<file path="config.mk">
export PLATFORM = sky130hd
export DESIGN_NAME = lobm_ctrl
export DESIGN_NICKNAME = d
export VERILOG_FILES = /design/src/hw/rtl/lobm_pkg.sv /design/src/hw/rtl/lobm_ctrl.sv
export SDC_FILE = /design/constraint.sdc
export NUM_CORES = 1
export LEC_CHECK = 0
export BUFFER_PORTS_ARGS = -buffer_cell sky130_fd_sc_hd__buf_2
export CAP_MARGIN = 20
export CORE_AREA = 2 2 39 41
export DETAILED_ROUTE_END_ITERATION = 10
export DIE_AREA = 0 0 41 43
export GPL_TIMING_DRIVEN = 0
export SYNTH_ARGS = -nofsm -noshare
export SYNTH_HDL_FRONTEND = slang
export SYNTH_SLANG_ARGS = --single-unit
</file>
<file path="constraint.sdc">
create_clock -name clk_i -period 3.3 [get_ports clk_i]
set_clock_uncertainty 0.05 [all_clocks]
set_input_delay 0.33 -clock clk_i [delete_from_list [all_inputs] [get_ports clk_i]]
set_output_delay 0.33 -clock clk_i [all_outputs]
set_load 0.1 [all_outputs]
</file>
<file path="src/hw/rtl/lobm_pkg.sv">
// Shared types and codes for the limit order book matcher.
package lobm_pkg;

  localparam int unsigned OrderSlotsDef = 32;

  localparam logic CMD_PLACE   = 1'b0;
  localparam logic CMD_CANCEL  = 1'b1;
  localparam logic SIDE_BUY    = 1'b0;
  localparam logic SIDE_SELL   = 1'b1;
  localparam logic KIND_LIMIT  = 1'b0;
  localparam logic KIND_MARKET = 1'b1;
  localparam logic ITEM_TRADE  = 1'b0;
  localparam logic ITEM_STATUS = 1'b1;

  typedef enum logic [2:0] {
    ST_FILLED    = 3'd0,
    ST_RESTED    = 3'd1,
    ST_DROPPED   = 3'd2,
    ST_REJECTED  = 3'd3,
    ST_CANCELLED = 3'd4,
    ST_NOT_FOUND = 3'd5
  } status_e;

  typedef enum logic [2:0] {
    S_IDLE,
    S_START,
    S_SCAN,
    S_SCAN_END,
    S_DECIDE,
    S_FILL,
    S_STATUS
  } state_e;

  typedef struct packed {
    logic        cmd;
    logic [31:0] order_id;
    logic        side;
    logic        order_kind;
    logic [31:0] limit_price;
    logic [31:0] order_volume;
  } in_item_t;

  typedef struct packed {
    logic        item_kind;
    logic [31:0] buy_id;
    logic [31:0] sell_id;
    logic [31:0] price;
    logic [31:0] volume;
    logic [2:0]  status;
    logic        last;
  } out_item_t;

  // controller -> datapath
  typedef struct packed {
    logic    load;
    logic    clr;
    logic    rd;
    logic    fill;
    logic    emit;
    status_e code;
    logic    rest;
    logic    cancel;
  } dp_cmd_t;

  // datapath -> controller
  typedef struct packed {
    logic is_cancel;
    logic mkt;
    logic rem_zero;
    logic best_found;
    logic fill_last;
    logic free_found;
    logic out_free;
    logic scan_last;
  } dp_sts_t;

endpackage

</file>
<file path="src/hw/rtl/lobm_ctrl.sv">
// Controller state machine: sequences scans, fills and the status item.
module lobm_ctrl (
  input  logic              clk_i,
  input  logic              rst_ni,
  input  logic              in_valid_i,
  output logic              in_stall_o,
  input  lobm_pkg::dp_sts_t sts_i,
  output lobm_pkg::dp_cmd_t cmd_o
);
  import lobm_pkg::*;

  state_e state_q, state_d;

  always_comb begin
    state_d = state_q;
    case (state_q)
      S_IDLE:     if (in_valid_i) state_d = S_START;
      S_START:    state_d = (!sts_i.is_cancel && sts_i.rem_zero) ? S_STATUS : S_SCAN;
      S_SCAN:     if (sts_i.scan_last) state_d = S_SCAN_END;
      S_SCAN_END: state_d = S_DECIDE;
      S_DECIDE:   state_d = (!sts_i.is_cancel && sts_i.best_found) ? S_FILL : S_STATUS;
      S_FILL: begin
        if (sts_i.out_free) state_d = sts_i.fill_last ? S_STATUS : S_START;
      end
      S_STATUS:   if (sts_i.out_free) state_d = S_IDLE;
      default:    state_d = S_IDLE;
    endcase
  end

  always_comb begin
    cmd_o      = '0;
    cmd_o.code = ST_FILLED;
    in_stall_o = (state_q != S_IDLE);
    if (sts_i.is_cancel) begin
      cmd_o.code = sts_i.best_found ? ST_CANCELLED : ST_NOT_FOUND;
    end else if (sts_i.rem_zero) begin
      cmd_o.code = ST_FILLED;
    end else if (sts_i.mkt) begin
      cmd_o.code = ST_DROPPED;
    end else begin
      cmd_o.code = sts_i.free_found ? ST_RESTED : ST_REJECTED;
    end
    case (state_q)
      S_IDLE:  cmd_o.load = in_valid_i;
      S_START: cmd_o.clr = 1'b1;
      S_SCAN:  cmd_o.rd = 1'b1;
      S_FILL:  cmd_o.fill = sts_i.out_free;
      S_STATUS: begin
        cmd_o.emit   = sts_i.out_free;
        cmd_o.rest   = sts_i.out_free && !sts_i.is_cancel && !sts_i.rem_zero
                       && !sts_i.mkt && sts_i.free_found;
        cmd_o.cancel = sts_i.out_free && sts_i.is_cancel && sts_i.best_found;
      end
      default: ;
    endcase
  end

  always_ff @(posedge clk_i or negedge rst_ni) begin
    if (!rst_ni) state_q <= S_IDLE;
    else state_q <= state_d;
  end

  a_fill_has_best: assert property (@(posedge clk_i) disable iff (!rst_ni)
    cmd_o.fill |-> sts_i.best_found)
    else $error("fill without a matching resting order");
  a_rest_has_slot: assert property (@(posedge clk_i) disable iff (!rst_ni)
    cmd_o.rest |-> sts_i.free_found)
    else $error("rest without a free slot");
  a_status_ends: assert property (@(posedge clk_i) disable iff (!rst_ni)
    cmd_o.emit |=> (state_q == S_IDLE))
    else $error("status item did not end the run");

endmodule

</file>
==> results of run 1 <==
-- worst max-delay path, stage by stage (launching register included) --
cell and delay, ps:
dfrtp_1 370, buf_6 140, nand4b_1 220, nor4b_2 270, buf_2 460
-- what timing repair did --
action                    CTS  global route
setup buffers               0             0
hold endpoints to repair    3             0
hold buffers                1             0
-- power groups by stage --
| stage | logic [µW] | registers [µW] | clock network (µW) |
|---|---|---|---|
| 6_report | 394 | 72.7 | 67.5 |
| 5_1_grt | 414 | 74.2 | 72.5 |
| 4_1_cts | 397 | 71.0 | 70.3 |
| 3_5_place_dp | 390 | 71.3 | 0 |
| 3_3_place_gp | 387 | 72.1 | 0 |
| 2_1_floorplan | 336 | 68.6 | 0 |
-- metal layers --
metal	wire length, µm	track usage [%]	up-vias
met5	0	0	-
met4	27	8.00	0
met3	108	3.14	3
met2	354	15.3	28
met1	414	11.0	165
li1	-	-	196
-- cells in the mapped netlist (all sizes together) --
library cell  instances  area [µm²]
nor3                  2        10.0
nor4b                 1        15.0
dfrtp                 3        75.1
nand3                 2        10.0
nor2                  5        18.8
nor2b                 3        18.8
o221ai                1        15.0
o22a                  1        8.76
nand4b                1        8.76
nand2                 5        18.8
and3                  2        13.8
buf                   3        26.3
xnor2                 1        8.76
nand4                 1        6.26
o21ai                 1        5.00
o22ai                 1        6.26
a21boi                1        7.51
nand2b                2        12.5
a21oi                 1        5.00
nand3b                1        7.51
o2111ai               1        8.76
inv                   2        7.50
-- cell type report --
class | count | area share [%]
Buffer | 3 | 5.53
Clock buffer | 4 | 5.53
Inverter | 2 | 1.58
Multi-Input combinational cell | 33 | 43.2
Sequential cell | 3 | 15.8
Tap cell | 16 | 4.21
Timing Repair Buffer | 22 | 24.2
-- through the flow --
stage                     std cells  power, µW  worst slack [ps]  instance area, µm²  hold slack, ps
after global placement           78        459              1470                 439            76.9
after detailed placement         78        462              1460                 439            78.7
final                            83        534              1210                 475             314
after global routing             83        560              1140                 475             343
after CTS                        83        538              1190                 475             310
after floorplan                  41        404               347                 314           -15.6
-- cells by family (layout without fill, tap and decap cells) --
| group | count (synthesis) | in the layout | synth area share, % |
|---|---|---|---|
| compound gates | 7 | 7 | 17.9 |
| simple gates | 25 | 25 | 44.6 |
| buf+inv | 5 | 31 | 10.8 |
| flops | 3 | 3 | 23.9 |
| xor+xnor | 1 | 1 | 2.79 |
-- path summary, 6_finish.rpt --
path	endpoint	cells after the start	from
hold reg to reg	state_q[2]$_DFFE_PN0P_	2	state_q[2]$_DFFE_PN0P_
min in group asynchronous	state_q[1]$_DFFE_PN0P_	2	rst_ni
setup reg to reg	state_q[0]$_DFFE_PN0P_	4	state_q[2]$_DFFE_PN0P_
max in group asynchronous	state_q[0]$_DFFE_PN0P_	2	rst_ni
setup / recovery	cmd_o[1]	4	state_q[0]$_DFFE_PN0P_
hold / removal	state_q[0]$_DFFE_PN0P_	3	sts_i[0]
==> flow_metrics.py, run 1 <==
metrics = {
    "global_routing": {
        "grt.overflow.total": 0,
        "grt_pass1_vias": 296,
        "grt_max_degree": 11,
        "grt_pass1_wl_um": 1150,
        "track_usage_pct": 10.2,
        "antenna_found_initial": 0,
    },
    "floorplan": {
        "die_h_um": 43,
        "dieArea_um2": 1760,
        "row_count": 14,
        "dieWidth_um": 41,
        "core_area_um2": 1380,
        "start_util_pct": 22.7,
        "io-pin-count": 22,
    },
    "clock_tree": {
        "clk_pin_slew_ps": 30,
        "cts_buffers": 3,
        "cts_max_level": 1,
        "tritoncts": "yes",
        "cts_max_path_buffers": 2,
        "cts_resized": 0,
        "clockRootBuffer": "clkbuf_4",
        "insertion_delay_ps": 240,
        "clkSinkCount": 3,
    },
    "yosys": {
        "ys_ff_latch": 3,
        "synth.distinct_cells": 25,
        "synthCells": 41,
        "ys_seq_area_share_pct": 23.9,
        "synth_area_per_cell_um2": 7.66,
        "syn-cell-area_um2": 314,
        "yosysWarnings": 0,
        "syn_nets": 52,
    },
    "layout": {
        "largest_register_ffs": 3,
        "nets": 79,
        "top_regs": "state_q (3)",
        "final_cell_mix": "21 x buf_2, 5 x nor2_1, 5 x nand2_1",
        "post-route-util_pct": 34.4,
        "fillers": 140,
        "regMostFlops": "state_q",
        "multi_input_area_um2": 205,
        "antennaDiodeCount": 0,
        "layout_commonest_cell": "buf_2",
        "drive_gt1_share_pct": 46.3,
        "areaGrowthSynthToFinish_pct": 51.4,
        "ff_latch_area_um2": 75.1,
    },
    "sta": {
        "finalSetupViolCount": 0,
        "period_minus_slack_ps": 2090,
        "min_period_over_period_pct": 63.3,
        "fmax_ghz": 0.479,
        "rsz0062_at_grt": "no",
        "hold_viol": 0,
        "drv_slew": 0,
        "relSlewSlack_pct": 67.8,
        "fin_tns_setup_ps": 0,
        "worstMarginPinSlew_ps": 486,
    },
    "route": {
        "wl_per_cell_um": 10.9,
        "route.detailed.drc": 0,
        "vias": 392,
        "first_pass_iters": 4,
        "wirelength_um": 904,
        "drtIter0Drc": 3,
        "ant_nets": 0,
        "post_drt_via_cell_ratio": 4.72,
    },
    "power_and_ir_drop": {
        "swShare_pct": 63.7,
        "clkPwrFrac_pct": 12.6,
        "ir_worst_vdd_mv": 0.343,
        "p_leak_uw": 0.000242,
        "p_seq_share_pct": 13.6,
        "power-per-cell-area_nw_per_um2": 1120,
        "p_sw_uw": 340,
        "p_comb_share_pct": 73.8,
        "internal_power_uw": 194,
    },
    "hold_path": {
        "hold_class": "primary input to flop",
    },
    "placement": {
        "gp_congestion": 0.657,
        "hpwl_um": 610,
        "io_buffers": 21,
    },
    "job": {
        "cap_violations": 0,
    },
    "setup_path": {
        "worstSetupEndpointType": "primary output",
        "crit_arrival_ps": 1710,
        "required_ps": 2920,
        "worstPathMaxFanout": 10,
        "worst-setup-path-type": "flop to primary output",
        "start_kind": "flop",
        "reg2reg_setup_slack_ps": 2160,
    },
    "status": {
        "status": "finished clean",
    },
}
Power figures use the tool's default switching activity.
==> inputs of run 2 (changes only) <==
==> constraint.sdc (replaced) <==
create_clock -name clk_i -period 2.1 [get_ports clk_i]
set_clock_uncertainty 0.05 [all_clocks]
set_input_delay 0.21 -clock clk_i [delete_from_list [all_inputs] [get_ports clk_i]]
set_output_delay 0.21 -clock clk_i [all_outputs]
set_load 0.1 [all_outputs]
==> run 2 against run 1 <==
Against the previous run: count of clock-buffer cells in the layout unchanged; final cell count unchanged; register-to-register slack worse by 1200 ps; critical endpoint is now cmd_o[0]; highest routed layer unchanged.
==> flow_metrics.py, run 2 (same netlist as run 1, synthesis figures left out) <==
metrics = {
    "setup_path": {
        "critical-path-slowest-cell": "dfrtp_1",
        "crit_arrival_ps": 1690,
        "cpLargestDelayFamily": "buffers and inverters",
        "worstPathMaxFanout": 10,
        "start_kind": "flop",
        "critPathBufInv": 3,
        "worstSetupEndpointType": "primary output",
        "crit_chain": "buf_6 -> nand4b_1 -> clkinvlp_4 -> and3_2 -> clkbuf_4",
        "worst-setup-path-type": "flop to primary output",
        "critPathMaxStageDelay_ps": 370,
        "required_ps": 1840,
    },
    "global_routing": {
        "antenna_found_initial": 0,
        "grt.overflow.total": 0,
        "busiest_layer": "met2",
        "grt_use_met2_pct": 14.4,
        "gr-usage-met3_pct": 3.14,
        "grt_pass1_vias": 322,
        "track_usage_pct": 10.8,
        "grt_max_degree": 11,
        "grt_pass1_wl_um": 1220,
        "grtUsageMet1_pct": 12.9,
    },
    "clock_tree": {
        "cts_max_level": 1,
        "cts_buffers": 3,
        "clk_pin_slew_ps": 30,
        "cts_max_path_buffers": 2,
        "tritoncts": "yes",
        "clkSinkCount": 3,
        "postCtsSetupBuffers": 0,
        "clockRootBuffer": "clkbuf_4",
        "insertion_delay_ps": 240,
    },
    "job": {
        "cap_violations": 0,
    },
    "layout": {
        "top_regs": "state_q (3)",
        "areaGrowthSynthToFinish_pct": 60.6,
        "regMostFlops": "state_q",
        "ff_latch_area_um2": 75.1,
        "multi_input_area_um2": 225,
        "instances_no_fill": 83,
        "final_cell_mix": "19 x buf_2, 5 x nor2_1, 5 x nand2_1, 5 x clkbuf_4",
        "fillers": 155,
        "drive_gt1_share_pct": 52.2,
        "nets": 79,
        "largest_register_ffs": 3,
        "layout_commonest_cell": "buf_2",
        "fin_area_um2": 504,
        "antennaDiodeCount": 0,
    },
    "power_and_ir_drop": {
        "p_comb_share_pct": 74.2,
        "p_seq_share_pct": 13.5,
        "p_leak_uw": 0.000239,
        "p_sw_uw": 533,
        "clkPwrFrac_pct": 12.3,
        "ir_worst_vdd_mv": 0.507,
        "power.total_uw": 843,
        "swShare_pct": 63.3,
        "power-per-cell-area_nw_per_um2": 1670,
        "internal_power_uw": 309,
    },
    "route": {
        "post_drt_via_cell_ratio": 4.63,
        "vias": 384,
        "first_pass_iters": 4,
        "wl_per_cell_um": 9.98,
        "wirelength_um": 828,
        "ant_nets": 0,
        "drtIter0Drc": 6,
        "route.detailed.drc": 0,
    },
    "floorplan": {
        "dieArea_um2": 1760,
        "core_area_um2": 1380,
        "die_h_um": 43,
        "io-pin-count": 22,
        "dieWidth_um": 41,
        "start_util_pct": 22.7,
        "row_count": 14,
    },
    "sta": {
        "layout_setup_ws_ps": 150,
        "min_period_over_period_pct": 92.9,
        "fmax_ghz": 0.513,
        "holdWs_ps": 188,
        "rsz0062_at_grt": "no",
        "worstMarginPinSlew_ps": 485,
        "drv_slew": 0,
        "relSlewSlack_pct": 67.9,
        "period_minus_slack_ps": 1950,
        "hold_viol": 0,
        "finalSetupViolCount": 0,
    },
    "placement": {
        "dp.cells": 78,
        "post-place-ws_ps": 304,
        "hpwl_um": 619,
        "io_buffers": 21,
        "gp_congestion": 0.651,
        "placed_area_um2": 463,
    },
    "hold_path": {
        "hold_class": "primary input to flop",
    },
    "status": {
        "status": "finished clean",
    },
}
## run 2: worst paths after layout
check,cells past startpoint,start,to,slack (ps)
max in group asynchronous,2,rst_ni,state_q[0]$_DFFE_PN0P_,1650
min in group asynchronous,2,rst_ni,state_q[1]$_DFFE_PN0P_,240
min,3,sts_i[0],state_q[0]$_DFFE_PN0P_,190
min reg2reg,2,state_q[2]$_DFFE_PN0P_,state_q[1]$_DFFE_PN0P_,560
max reg2reg,3,state_q[1]$_DFFE_PN0P_,state_q[0]$_DFFE_PN0P_,980
max,5,state_q[0]$_DFFE_PN0P_,cmd_o[0],150
## run 2: final cells by class
class / count / area share, %
sequential: 3 / 14.9
buffer: 3 / 5.21
multi-input combinational: 33 / 44.7
tap: 16 / 3.97
clock buffer: 4 / 5.21
timing repair buffer: 22 / 23.8
inverter: 2 / 2.23
## run 2: routing by layer
| layer | routed length, µm | vias up |
|---|---|---|
| met4 | 22 | 0 |
| met5 | 0 | - |
| li1 | - | 199 |
| met3 | 108 | 3 |
| met1 | 345 | 155 |
| met2 | 351 | 27 |
## run 2: timing repair
| item | CTS | global route |
|---|---|---|
| hold endpoints to repair | 3 | 0 |
| setup endpoints to repair | 0 | 2 |
| hold buffers | 1 | 0 |
| resized for setup | 0 | 2 |
## run 2: worst min-delay path, stage by stage
cell      delay [ps]
buf_2             80
nand3_1           60
nand3b_1          80
## run 2: power groups by stage
stage | Sequential (µW) | Clock (µW) | Combinational, µW
global placement | 113 | 0 | 620
detailed placement | 114 | 0 | 625
global route | 117 | 119 | 659
floorplan | 108 | 0 | 539
CTS | 113 | 106 | 629
finish | 114 | 104 | 625
## run 2: through the flow
stage / utilization (%) / setup TNS, ps
global placement: 33.5 / 0
CTS: 36.1 / 0
detailed placement: 33.5 / 0
finish: 36.4 / 0
global route: 36.4 / 0
floorplan: - / -112
